## src/design/gpiorb_pkg.sv

```systemverilog
// Shared types and fixed constants of the GPIO register bank.
package gpiorb_pkg;

   // Word index inside one array window of the register map
   localparam int WIN_IDX_W = 8;

   // Reset values of the fixed registers
   localparam logic [31:0] STRAP_RESET = 32'h0000_0012;
   localparam logic [31:0] IN0_RESET   = 32'h0000_0001;
   localparam logic [31:0] IN1_RESET   = 32'h0000_0008;

   // Fields of a pin config word
   localparam int INT_TYPE_LSB = 7;
   localparam int INT_TYPE_MSB = 9;
   localparam int PRO_EN_BIT   = 15;
   localparam int APP_EN_BIT   = 13;

   // Interrupt type codes; other codes never trigger
   localparam logic [2:0] INT_RISE = 3'd1;
   localparam logic [2:0] INT_FALL = 3'd2;
   localparam logic [2:0] INT_ANY  = 3'd3;
   localparam logic [2:0] INT_LOW  = 3'd4;
   localparam logic [2:0] INT_HIGH = 3'd5;

   typedef enum logic [1:0] {
      REQ_READ  = 2'd0,
      REQ_WRITE = 2'd1,
      REQ_PIN   = 2'd2
   } req_type_type;

   typedef enum logic [4:0] {
      REG_NONE,
      REG_OUT,
      REG_OUT_W1TS,
      REG_OUT_W1TC,
      REG_EN,
      REG_EN_W1TS,
      REG_EN_W1TC,
      REG_STRAP,
      REG_IN0,
      REG_IN1,
      REG_STS0,
      REG_STS0_W1TS,
      REG_STS0_W1TC,
      REG_STS1,
      REG_STS1_W1TS,
      REG_STS1_W1TC,
      REG_APP0,
      REG_PRO0,
      REG_APP1,
      REG_PRO1,
      REG_PIN_CFG,
      REG_IN_SEL,
      REG_OUT_SEL
   } reg_kind_type;

   typedef struct packed {
      reg_kind_type           kind;
      logic [WIN_IDX_W-1:0]   idx;
   } decode_type;

endpackage

```

## src/design/gpiorb_decode.sv

```systemverilog
// Register map decode: byte offset to register kind and array word index.
module gpiorb_decode
   import gpiorb_pkg::*;
(
   input  logic [11:0] address,
   output decode_type  dec
);

   localparam logic [11:0] ADDR_OUT       = 12'h004;
   localparam logic [11:0] ADDR_OUT_W1TS  = 12'h008;
   localparam logic [11:0] ADDR_OUT_W1TC  = 12'h00C;
   localparam logic [11:0] ADDR_EN        = 12'h020;
   localparam logic [11:0] ADDR_EN_W1TS   = 12'h024;
   localparam logic [11:0] ADDR_EN_W1TC   = 12'h028;
   localparam logic [11:0] ADDR_STRAP     = 12'h038;
   localparam logic [11:0] ADDR_IN0       = 12'h03C;
   localparam logic [11:0] ADDR_IN1       = 12'h040;
   localparam logic [11:0] ADDR_STS0      = 12'h044;
   localparam logic [11:0] ADDR_STS0_W1TS = 12'h048;
   localparam logic [11:0] ADDR_STS0_W1TC = 12'h04C;
   localparam logic [11:0] ADDR_STS1      = 12'h050;
   localparam logic [11:0] ADDR_STS1_W1TS = 12'h054;
   localparam logic [11:0] ADDR_STS1_W1TC = 12'h058;
   localparam logic [11:0] ADDR_APP0      = 12'h060;
   localparam logic [11:0] ADDR_PRO0      = 12'h068;
   localparam logic [11:0] ADDR_APP1      = 12'h074;
   localparam logic [11:0] ADDR_PRO1      = 12'h07C;
   localparam logic [11:0] LOW_END        = 12'h088;
   localparam logic [11:0] PIN_END        = 12'h130;
   localparam logic [11:0] INSEL_END      = 12'h530;
   localparam logic [11:0] OUTSEL_END     = 12'h5D0;

   logic [11:0] offset;

   always_comb begin
      dec.kind = REG_NONE;
      dec.idx  = '0;
      offset   = '0;
      priority if (address < LOW_END) begin
         unique case (address)
            ADDR_OUT:       dec.kind = REG_OUT;
            ADDR_OUT_W1TS:  dec.kind = REG_OUT_W1TS;
            ADDR_OUT_W1TC:  dec.kind = REG_OUT_W1TC;
            ADDR_EN:        dec.kind = REG_EN;
            ADDR_EN_W1TS:   dec.kind = REG_EN_W1TS;
            ADDR_EN_W1TC:   dec.kind = REG_EN_W1TC;
            ADDR_STRAP:     dec.kind = REG_STRAP;
            ADDR_IN0:       dec.kind = REG_IN0;
            ADDR_IN1:       dec.kind = REG_IN1;
            ADDR_STS0:      dec.kind = REG_STS0;
            ADDR_STS0_W1TS: dec.kind = REG_STS0_W1TS;
            ADDR_STS0_W1TC: dec.kind = REG_STS0_W1TC;
            ADDR_STS1:      dec.kind = REG_STS1;
            ADDR_STS1_W1TS: dec.kind = REG_STS1_W1TS;
            ADDR_STS1_W1TC: dec.kind = REG_STS1_W1TC;
            ADDR_APP0:      dec.kind = REG_APP0;
            ADDR_PRO0:      dec.kind = REG_PRO0;
            ADDR_APP1:      dec.kind = REG_APP1;
            ADDR_PRO1:      dec.kind = REG_PRO1;
            default:        dec.kind = REG_NONE;
         endcase
      end else if (address < PIN_END) begin
         offset   = address - LOW_END;
         dec.kind = REG_PIN_CFG;
         dec.idx  = offset[WIN_IDX_W+1:2];
      end else if (address < INSEL_END) begin
         offset   = address - PIN_END;
         dec.kind = REG_IN_SEL;
         dec.idx  = offset[WIN_IDX_W+1:2];
      end else if (address < OUTSEL_END) begin
         offset   = address - INSEL_END;
         dec.kind = REG_OUT_SEL;
         dec.idx  = offset[WIN_IDX_W+1:2];
      end else begin
         dec.kind = REG_NONE;
      end
   end

endmodule
```

## config.mk

```make
export PLATFORM = sky130hd
export DESIGN_NAME = gpiorb_decode
export DESIGN_NICKNAME = d
export VERILOG_FILES = /design/src/design/gpiorb_pkg.sv /design/src/design/gpiorb_decode.sv
export SDC_FILE = /design/constraint.sdc
export NUM_CORES = 1
export LEC_CHECK = 0
export ABC_AREA = 0
export BUFFER_PORTS_ARGS = -buffer_cell sky130_fd_sc_hd__buf_4
export CORE_AREA = 5 5 42 44
export DETAILED_ROUTE_END_ITERATION = 10
export DIE_AREA = 0 0 47 49
export PLACE_DENSITY = 0.73
export SLEW_MARGIN = 20
export SYNTH_ARGS = -nofsm -noshare
export SYNTH_HDL_FRONTEND = slang
export SYNTH_SLANG_ARGS = --single-unit
export TNS_END_PERCENT = 20
```

## constraint.sdc

```tcl
create_clock -name vclk -period 3.5
set_input_delay 0.7 -clock vclk [all_inputs]
set_output_delay 0.7 -clock vclk [all_outputs]
set_load 0.005 [all_outputs]
```

Yosys cells after proc, flatten, opt, wreduce, memory -nomap -nowiden

Cells that the tools add are included.
Widths: inputs -> output; s select.

Input port bits: 12
Logic and storage cells: 33
Register bits after elaboration: 0
Output and inout port bits: 13

$lt $le $gt $ge: 4
Muxes and demuxes: 7
Equal/unequal tests: 19
Add/sub/neg operators: 3

Operator list:

| operator              | number |
|---|---|
| $eq 12x7->1 const B   | 11 |
| $pmux 5 s19           | 1 |
| $eq 12x6->1 const B   | 5 |
| $mux 13               | 2 |
| $eq 12x4->1 const B   | 2 |
| $lt 12x11->1 const B  | 2 |
| $sub 10x9->10 const B | 2 |
| $mux 8                | 2 |
| $eq 12x3->1 const B   | 1 |
| $lt 12x8->1 const B   | 1 |
| $lt 12x9->1 const B   | 1 |
| $mux 5                | 2 |
| $sub 10x8->10 const B | 1 |

Depth between registers and ports, before layout

Gate-level depths: netlist of run 1.

Depth after elaboration: 5
Depth in mapped cells: 7
Gate-level depth less buffers: 7

Worst setup path before layout of run 1

Ideal clock, no wire load.

Path kind: input to output
Start: input address[4]
End: output dec[2] (netlist name)
Data required time: 2800 ps
Path buffers: 1
Setup slack: 708 ps
Arrival: 2092 ps
Stages on the path: 5
Cells stage by stage: ha_1 buf_6 o31a_1 or4_4 o32ai_2

RTL lines:

| item            | line               | text |
|---|---|---|
| start, declared | gpiorb_decode.sv:5 | `input logic [11:0] address,` |
| end, declared   | gpiorb_decode.sv:6 | `output decode_type dec` |

==> results of run 1 <==
==> power groups by stage <==
stage                     clock network, mW  registers (mW)  logic [mW]
after detailed placement                  0               0      0.0951
after global placement                    0               0      0.0940
after CTS                                 0               0      0.0954
final                                     0               0      0.0948
after global routing                      0               0       0.106
after floorplan                           0               0      0.0584
==> stage by stage <==
step / setup slack, ns / cell area (sq um)
after floorplan: 0.708 / 617
after global placement: 0.519 / 796
after detailed placement: 0.499 / 796
after CTS: 0.492 / 796
after global routing: 0.343 / 796
final: 0.505 / 796
==> path summary, 6_finish.rpt <==
kind | start | endpoint | slack [ns] | cells after the start
worst min-delay path | address[4] | dec[2] | 1.71 | 3
worst max-delay path | address[4] | dec[7] | 0.50 | 7
==> logic make-up (layout without fill, tap and decap cells) <==
| family | after synthesis | in the layout | synth area share, % |
|---|---|---|---|
| AND/OR/NAND/NOR | 35 | 35 | 30.6 |
| AO/OA/AOI/OAI | 32 | 32 | 36.9 |
| buffers and inverters | 12 | 31 | 8.92 |
| XOR/XNOR | 8 | 8 | 11.4 |
| adder cells (fa/ha/maj) | 6 | 6 | 12.2 |
==> cells in the mapped netlist, drive strengths merged, types with 2 or more instances <==
cell / count
a21o: 3
nor3: 2
buf: 3
xnor2: 5
o21ai: 6
nand2: 9
inv: 5
a41o: 2
clkbuf: 4
xor2: 3
ha: 6
a211oi: 3
a21oi: 8
nor4: 3
nor2: 11
nand3: 2
or4: 2
==> metal layers <==
| layer | up-vias | part of all wire (%) |
|---|---|---|
| li1 | 377 | - |
| met1 | 323 | 43 |
| met3 | 0 | 6.4 |
| met2 | 24 | 51 |
| met4 | 0 | 0 |
| met5 | - | 0 |
==> tightest hold or removal path, stage by stage <==
cell and delay (ns):
buf_4 0.12, o32ai_2 0.06, buf_4 0.13
==> area by class of cell <==
class                           count  area (sq um)
Timing Repair Buffer               26           195
Fill cell                         141           606
Tap cell                           16          20.0
Inverter                            5          18.8
Multi-Input combinational cell     81           562
==> run metrics, run 1 <==
GR peak layer met2; Worst Hold Class primary input to primary output; status finished, final reports clean; Bufs and invs on worst path 2; Worst Path Required between 2 and 3 ns; Finished Core Util 56.8%; mapped cell area just over 600 sq um; Yosys warning count 0; Max-slew headroom about 75%; Max Fanout on Critical Path 5; Post-Syn Instances between 90 and 100; grt total ovfl 0; Port Buf Inserts 25; Inst Count DP 128; clock share of power 0%; most common cell after layout, fill and taps aside buf_4; first-pass GRT wire length about 2.8 mm; NumNets Final roughly 130; sw frac 51.6%; Power, Total ~0.095 mW; WL final between 1.5 and 2 mm; via count just over 700; sum of negative setup slack 0 ns; CTS resizes 0; CP endpoint kind primary output; Pwr Density approximately 120 mW/mm^2; die span in y 49 microns; Area Growth Syn to Fin 29.0%; Final Hold Fails 0; Yosys cell types 38; most frequent cells in the layout buf_4, nor2_1, nand2_1, a21oi_1, ha_1; Worst Tran Pin Value 0.369 ns; register area 0 sq um; CP delay by family, top compound AO/OA/AOI/OAI gates; sequential power share 0%; post-cts hold buffer count 0; final setup vio count 0; Lkg Pwr 0.377 nW; met2 usage in global routing around a quarter; DRC violation count after routing 0; max cap viols 0; initial core utilization 44.0%; post-synth top area share between 10% and 20%; routed vias/inst 5.66; Critical Path Source Type primary input; Comb power frac 100.0%; Iter 0 DRT Violations 15; CP Class primary input to primary output; largest net degree at the start of global routing 14; number of antenna violations at the first check in global routing 0; number of post-CTS setup repair buffers 0; cell taking the most area after synthesis ha_1; sequential area share after synthesis 0%; met1 Use GR 20.9%; fin crit share 85.6%; syn_nets approximately 110; antenna viol nets, final 0; die area approximately 0.0023 sq mm; Seq Cell Count 0; first-pass detailed-route iteration total 4; share of cells above drive strength 1 between 20% and 30%; standard-cell rows 14; crit path DAT about 2.3 ns; CP Cell Sequence buf_4, ha_1, o31a_1, or4_4, a21oi_2, o2bb2ai_1, buf_4; Max IR drop VDD 0.0000636 V; Die X between 40 and 50 microns; CP max stage cell or4_4; Clock buffer cells 0; Max Slew Vio Count 0; met3 GRT Util roughly 1.1%; Total GRT Usage roughly 15%; sw power approximately 0.049 mW; vias in the first global route 672; n_diodes 0; hold slack 1.71 ns; CP dominant cell by count buf_4; Final Non-Filler Cells approximately 130; largest stage delay on the critical path 0.47 ns; I/O pin count 25; Avg Inst Size Synth 6.63 sq um; core area 0.00140 sq mm; largest cells by area after synthesis ha_1, xnor2_1, nor2_1; RSZ-0062 raised after global routing no; crit path time final 3.00 ns; fmax 0.334 GHz; Pint 0.0459 mW; DPL Wire Length between 1 and 1.5 mm; GPL Wtd Cong approximately 0.9; DR WL/cell 12.7 microns
Note: power is estimated with default switching activity, not from simulation.
==> run 2, diff against run 1 <==
Settings changed: BUFFER_PORTS_ARGS -buffer_cell sky130_fd_sc_hd__buf_4 to -buffer_cell sky130_fd_sc_hd__buf_2, PLACE_DENSITY 0.73 to 0.81.
==> run 2 against run 1 <==
Wire length increased by 0.49%. Setup slack worse by 0.11 ns. Critical path depth shrank 1. Final cell count decreased by 0.78%. Critical path type unchanged. Critical endpoint is now dec[2]. Largest power group unchanged.
==> run metrics, run 2 (same netlist as run 1, synthesis figures left out) <==
NumNets Final 131 (-0.76%); fin crit share 88.7% (+3.1 points); CP Cell Sequence buf_2, ha_1, o31a_1, or4_4, o32ai_2, buf_2; CP endpoint kind primary output; Clock buffer cells 0 (unchanged); largest net degree at the start of global routing 14 (unchanged); Bufs and invs on worst path 2 (unchanged); crit path launch address[4]; crit path time final 3.11 ns (+0.110 ns); die area 0.00230 sq mm (unchanged); setup ws final 0.395 ns (-0.110 ns); largest stage delay on the critical path 0.47 ns (about the same); Final Non-Filler Cells 127 (-0.78%); post-route cell area 726 sq um (-8.8%); first-pass GRT wire length 2.75 mm (-1.2%); Critical Path Source Type primary input; Max IR drop VDD 0.0000615 V (-3.3%); max cap viols 0 (unchanged); CP dominant cell by count buf_2; vias in the first global route 662 (-1.5%); Pwr Density 117 mW/mm^2 (-1.8%); Worst Path Required 2.80 ns (about the same); Final Hold Fails 0 (unchanged); CP Depth 6 (-1); number of post-CTS setup repair buffers 0 (unchanged); crit path DAT 2.41 ns (+0.11 ns); CP max stage cell or4_4; Seq Cell Count 0 (unchanged); DRC violation count after routing 0 (unchanged); Area Growth Syn to Fin 17.6%; Die X 47 microns (unchanged); Worst Tran Pin Value 0.375 ns (+0.00571 ns); I/O pin count 25 (unchanged); most frequent cells in the layout buf_2, nor2_1, nand2_1, a21oi_1, ha_1; Max Fanout on Critical Path 8 (+3); Inst Count DP 127 (-0.78%); RSZ-0062 raised after global routing no; post-cts hold buffer count 0 (unchanged); Power, Total 0.0848 mW (-10%); Worst Hold Class primary input to primary output; final setup vio count 0 (unchanged); Max-slew headroom 74.7% (-0.38 points); Port Buf Inserts 25 (unchanged); core area 0.00140 sq mm (unchanged); fmax 0.322 GHz (-3.5%); Iter 0 DRT Violations 14 (-1); CP delay by family, top compound AO/OA/AOI/OAI gates; number of antenna violations at the first check in global routing 0 (unchanged); Placed Area 726 sq um (-8.8%); CP endpoint dec[2]; GPL Wtd Cong 0.862 (-1.5%); via count 741 (+2.3%); CP Class primary input to primary output; sum of negative setup slack 0 ns (unchanged); WL final 1.63 mm (+0.49%); standard-cell rows 14 (unchanged); share of cells above drive strength 1 28.8% (-0.64 points); Max Slew Vio Count 0 (unchanged); routed vias/inst 5.83 (+3.2%); most common cell after layout, fill and taps aside buf_2; die span in y 49 microns (unchanged); DR WL/cell 12.9 microns (+1.3%); initial core utilization 44.0% (unchanged); DPL Wire Length 1.34 mm (-1.1%); antenna viol nets, final 0 (unchanged); Total GRT Usage 14.7% (-0.28 points); status finished, final reports clean; n_diodes 0 (unchanged); grt total ovfl 0 (unchanged); first-pass detailed-route iteration total 4 (unchanged); Lkg Pwr 0.358 nW (-4.9%); pre-CTS WS 0.399 ns (-0.100 ns); register area 0 sq um (unchanged); CTS resizes 0 (unchanged)
run 2: cell types whose count changed in the layout (fill, tap and decap cells not counted), sizes merged:
cell and delta:
buf -1
run 2: cell type report:
class | count | area [sq um]
fillers | 146 | 676
multi-input cells | 81 | 562
repair buffers | 25 | 125
well taps | 16 | 20.0
inverters | 5 | 18.8
run 2: power by group:
part / total (mW) / leakage [nW] / internal (mW) / switching [mW]
combinational: 0.0848 / 0.358 / 0.0362 / 0.0486
sequential: 0 / 0 / 0 / 0
clock: 0 / 0 / 0 / 0
run 2: per-stage QoR:
stage	hold WS, ns	util (%)
detailed placement	1.74	51.8
global placement	1.72	51.8
floorplan	1.44	-
finish	1.74	51.8
CTS	1.74	51.8
global route	1.76	51.8
run 2: layer usage:
metal / vias to the layer above / share of wire, % / GRT usage, %
met2: 29 / 49 / 23.5
met4: 0 / 0.49 / 2.30
met5: - / 0 / 0
li1: 375 / - / -
met3: 2 / 8.8 / 1.85
met1: 335 / 41 / 20.7
run 2: worst min-delay path by stage:
stage	cells after the start	slack, ns	endpoint	start
6_report	3	1.74	dec[2]	address[4]
5_1_grt	3	1.76	dec[2]	address[4]
4_1_cts	3	1.74	dec[2]	address[4]
3_5_place_dp	3	1.74	dec[2]	address[4]
3_3_place_gp	3	1.72	dec[2]	address[4]
2_1_floorplan	1	1.44	dec[6]	address[11]
run 2: worst min-delay path, stage by stage:
cell and delay (ns):
buf_2 0.14, o32ai_2 0.08, buf_2 0.12
==> run 3, diff against run 2 <==
--- a/config.mk
+++ b/config.mk
@@ -9,6 +9,6 @@
 export BUFFER_PORTS_ARGS = -buffer_cell sky130_fd_sc_hd__buf_2
-export CORE_AREA = 5 5 42 44
+export CORE_MARGIN = 5
+export CORE_UTILIZATION = 47
 export DETAILED_ROUTE_END_ITERATION = 10
-export DIE_AREA = 0 0 47 49
-export PLACE_DENSITY = 0.81
+export PLACE_DENSITY = 0.85
 export SLEW_MARGIN = 20
==> constraint.sdc (replaced) <==
create_clock -name vclk -period 2.6
set_input_delay 0.52 -clock vclk [all_inputs]
set_output_delay 0.52 -clock vclk [all_outputs]
set_load 0.05 [all_outputs]
==> run 3 against run 2 <==
The flow now finishes with violations (negative setup slack). Count of clock-buffer cells in the layout is the same. Combinational power grew 130%. Non-clock buffer count is 15 higher. Total power grew 130%. Sequential share of layout area is the same. Largest power group unchanged.
==> run metrics, run 3 (same netlist as run 1, synthesis figures left out) <==
status finished with violations; failing checks negative setup slack; Max Slew Vio Count 0 (unchanged); Final Non-Filler Cells 141 (+11%); NumNets Final 146 (+11%); Max-slew headroom 67.8% (-6.9 points); Total GRT Usage 18.6% (+3.9 points); standard-cell rows 13 (-1); max cap viols 0 (unchanged); Die X 46.2 microns (-1.6%); Inst Count DP 141 (+11%); setup ws final -0.0154 ns (-0.410 ns); Worst Hold Class primary input to primary output; I/O pin count 25 (unchanged); first-pass detailed-route iteration total 4 (unchanged); largest stage delay on the critical path 0.47 ns (about the same); Clock buffer cells 0 (unchanged); GPL Wtd Cong 0.848 (-1.6%); DR WL/cell 13.7 microns (+6.8%); sum of negative setup slack -0.0154 ns (-0.0154 ns); number of post-CTS setup repair buffers 0 (unchanged); Area Growth Syn to Fin 50.5%; number of antenna violations at the first check in global routing 0 (unchanged); Final Hold Fails 0 (unchanged); core area 0.00127 sq mm (-9.5%); Finished Core Util 73.2% (+21 points); Critical Path Source Type primary input; fin crit share 101%; Iter 0 DRT Violations 8 (-6); n_diodes 0 (unchanged); Worst Path Required 2.08 ns (-0.72 ns); antenna viol nets, final 0 (unchanged); Max IR drop VDD 0.000109 V (+77%); die area 0.00214 sq mm (-7.2%); WL final 1.94 mm (+19%); RSZ-0062 raised after global routing yes; hold path start address[4]; fmax roughly 0.38 GHz; DRC violation count after routing 0 (unchanged); final setup vio count 1 (+1); Port Buf Inserts 25 (unchanged); grt total ovfl 0 (unchanged); first-pass GRT wire length 3.11 mm (+13%); initial core utilization 48.6% (+4.6 points); share of cells above drive strength 1 43.7% (+15 points); Max Fanout on Critical Path 3 (-5); crit path DAT 2.10 ns (-0.31 ns); vias in the first global route 783 (+18%); Lkg Pwr 0.442 nW (+23%); CP Cell Sequence buf_2, ha_2, o31a_1, or4_4, o32ai_2, buf_6; Worst Tran Pin Value 0.479 ns (+0.104 ns); Seq Cell Count 0 (unchanged); hold path depth 4 (+1); CP endpoint kind primary output; CP max stage cell or4_4; die span in y 46.2 microns (-5.7%); via count 792 (+6.9%); register area 0 sq um (unchanged); crit path time final about 2.6 ns; DPL Wire Length 1.55 mm (+16%); routed vias/inst 5.62 (-3.7%); most frequent cells in the layout buf_2, buf_4, nor2_1, nand2_1, a21oi_1; CP Class primary input to primary output; largest net degree at the start of global routing 13 (-1); Pwr Density 214 mW/mm^2 (+83%); Hold Crit Endpoint dec[2]
## run 3: how the worst max path moves through the flow
stage | from | end | slack [ns] | cells after the start
6_report | address[4] | dec[2] | -0.02 | 6
5_1_grt | address[4] | dec[2] | -0.06 | 10
4_1_cts | address[4] | dec[2] | -0.04 | 6
3_5_place_dp | address[4] | dec[2] | -0.11 | 6
3_3_place_gp | address[4] | dec[2] | -0.07 | 6
2_1_floorplan | address[9] | dec[10] | -0.43 | 5
## run 3: stage by stage
stage | total power [mW] | setup WS [ns] | hold slack [ns] | instance area [sq um]
6_report | 0.198 | -0.0154 | 1.49 | 928
3_5_place_dp | 0.182 | -0.105 | 1.51 | 866
3_3_place_gp | 0.178 | -0.0740 | 1.51 | 866
4_1_cts | 0.193 | -0.0430 | 1.48 | 898
2_1_floorplan | 0.130 | -0.432 | 1.14 | 646
5_1_grt | 0.212 | -0.0597 | 1.51 | 928
## run 3: power by group
part           internal (mW)  switching (mW)
clock network              0               0
logic                 0.0748           0.124
registers                  0               0
total                 0.0748           0.124
## run 3: what timing repair did
item,CTS,global route
endpoints found under the hold margin,0,0
gates resized for setup,13,9
setup endpoints to repair,9,11
hold buffers,0,0
gates cloned,0,0
pin swaps,1,2
## run 3: cell type report
class                      instances  area (sq um)
multi-input combinational         81           611
tap                               15          18.8
timing repair buffer              40           280
fill                             100           340
inverter                           5          18.8
## run 3: worst max-delay path: cells and delay by family
family	cells	cell delay, ns
adder cells (fa/ha/maj)	1	0.18
AO/OA/AOI/OAI	2	0.61
buffers and inverters	2	0.31
AND/OR/NAND/NOR	1	0.47
## run 3: routing by layer
metal,track usage (%),part of all wire [%]
met3,0.391,4.1
met2,36.5,56
met1,22.7,40
met4,1.14,0
met5,0,0
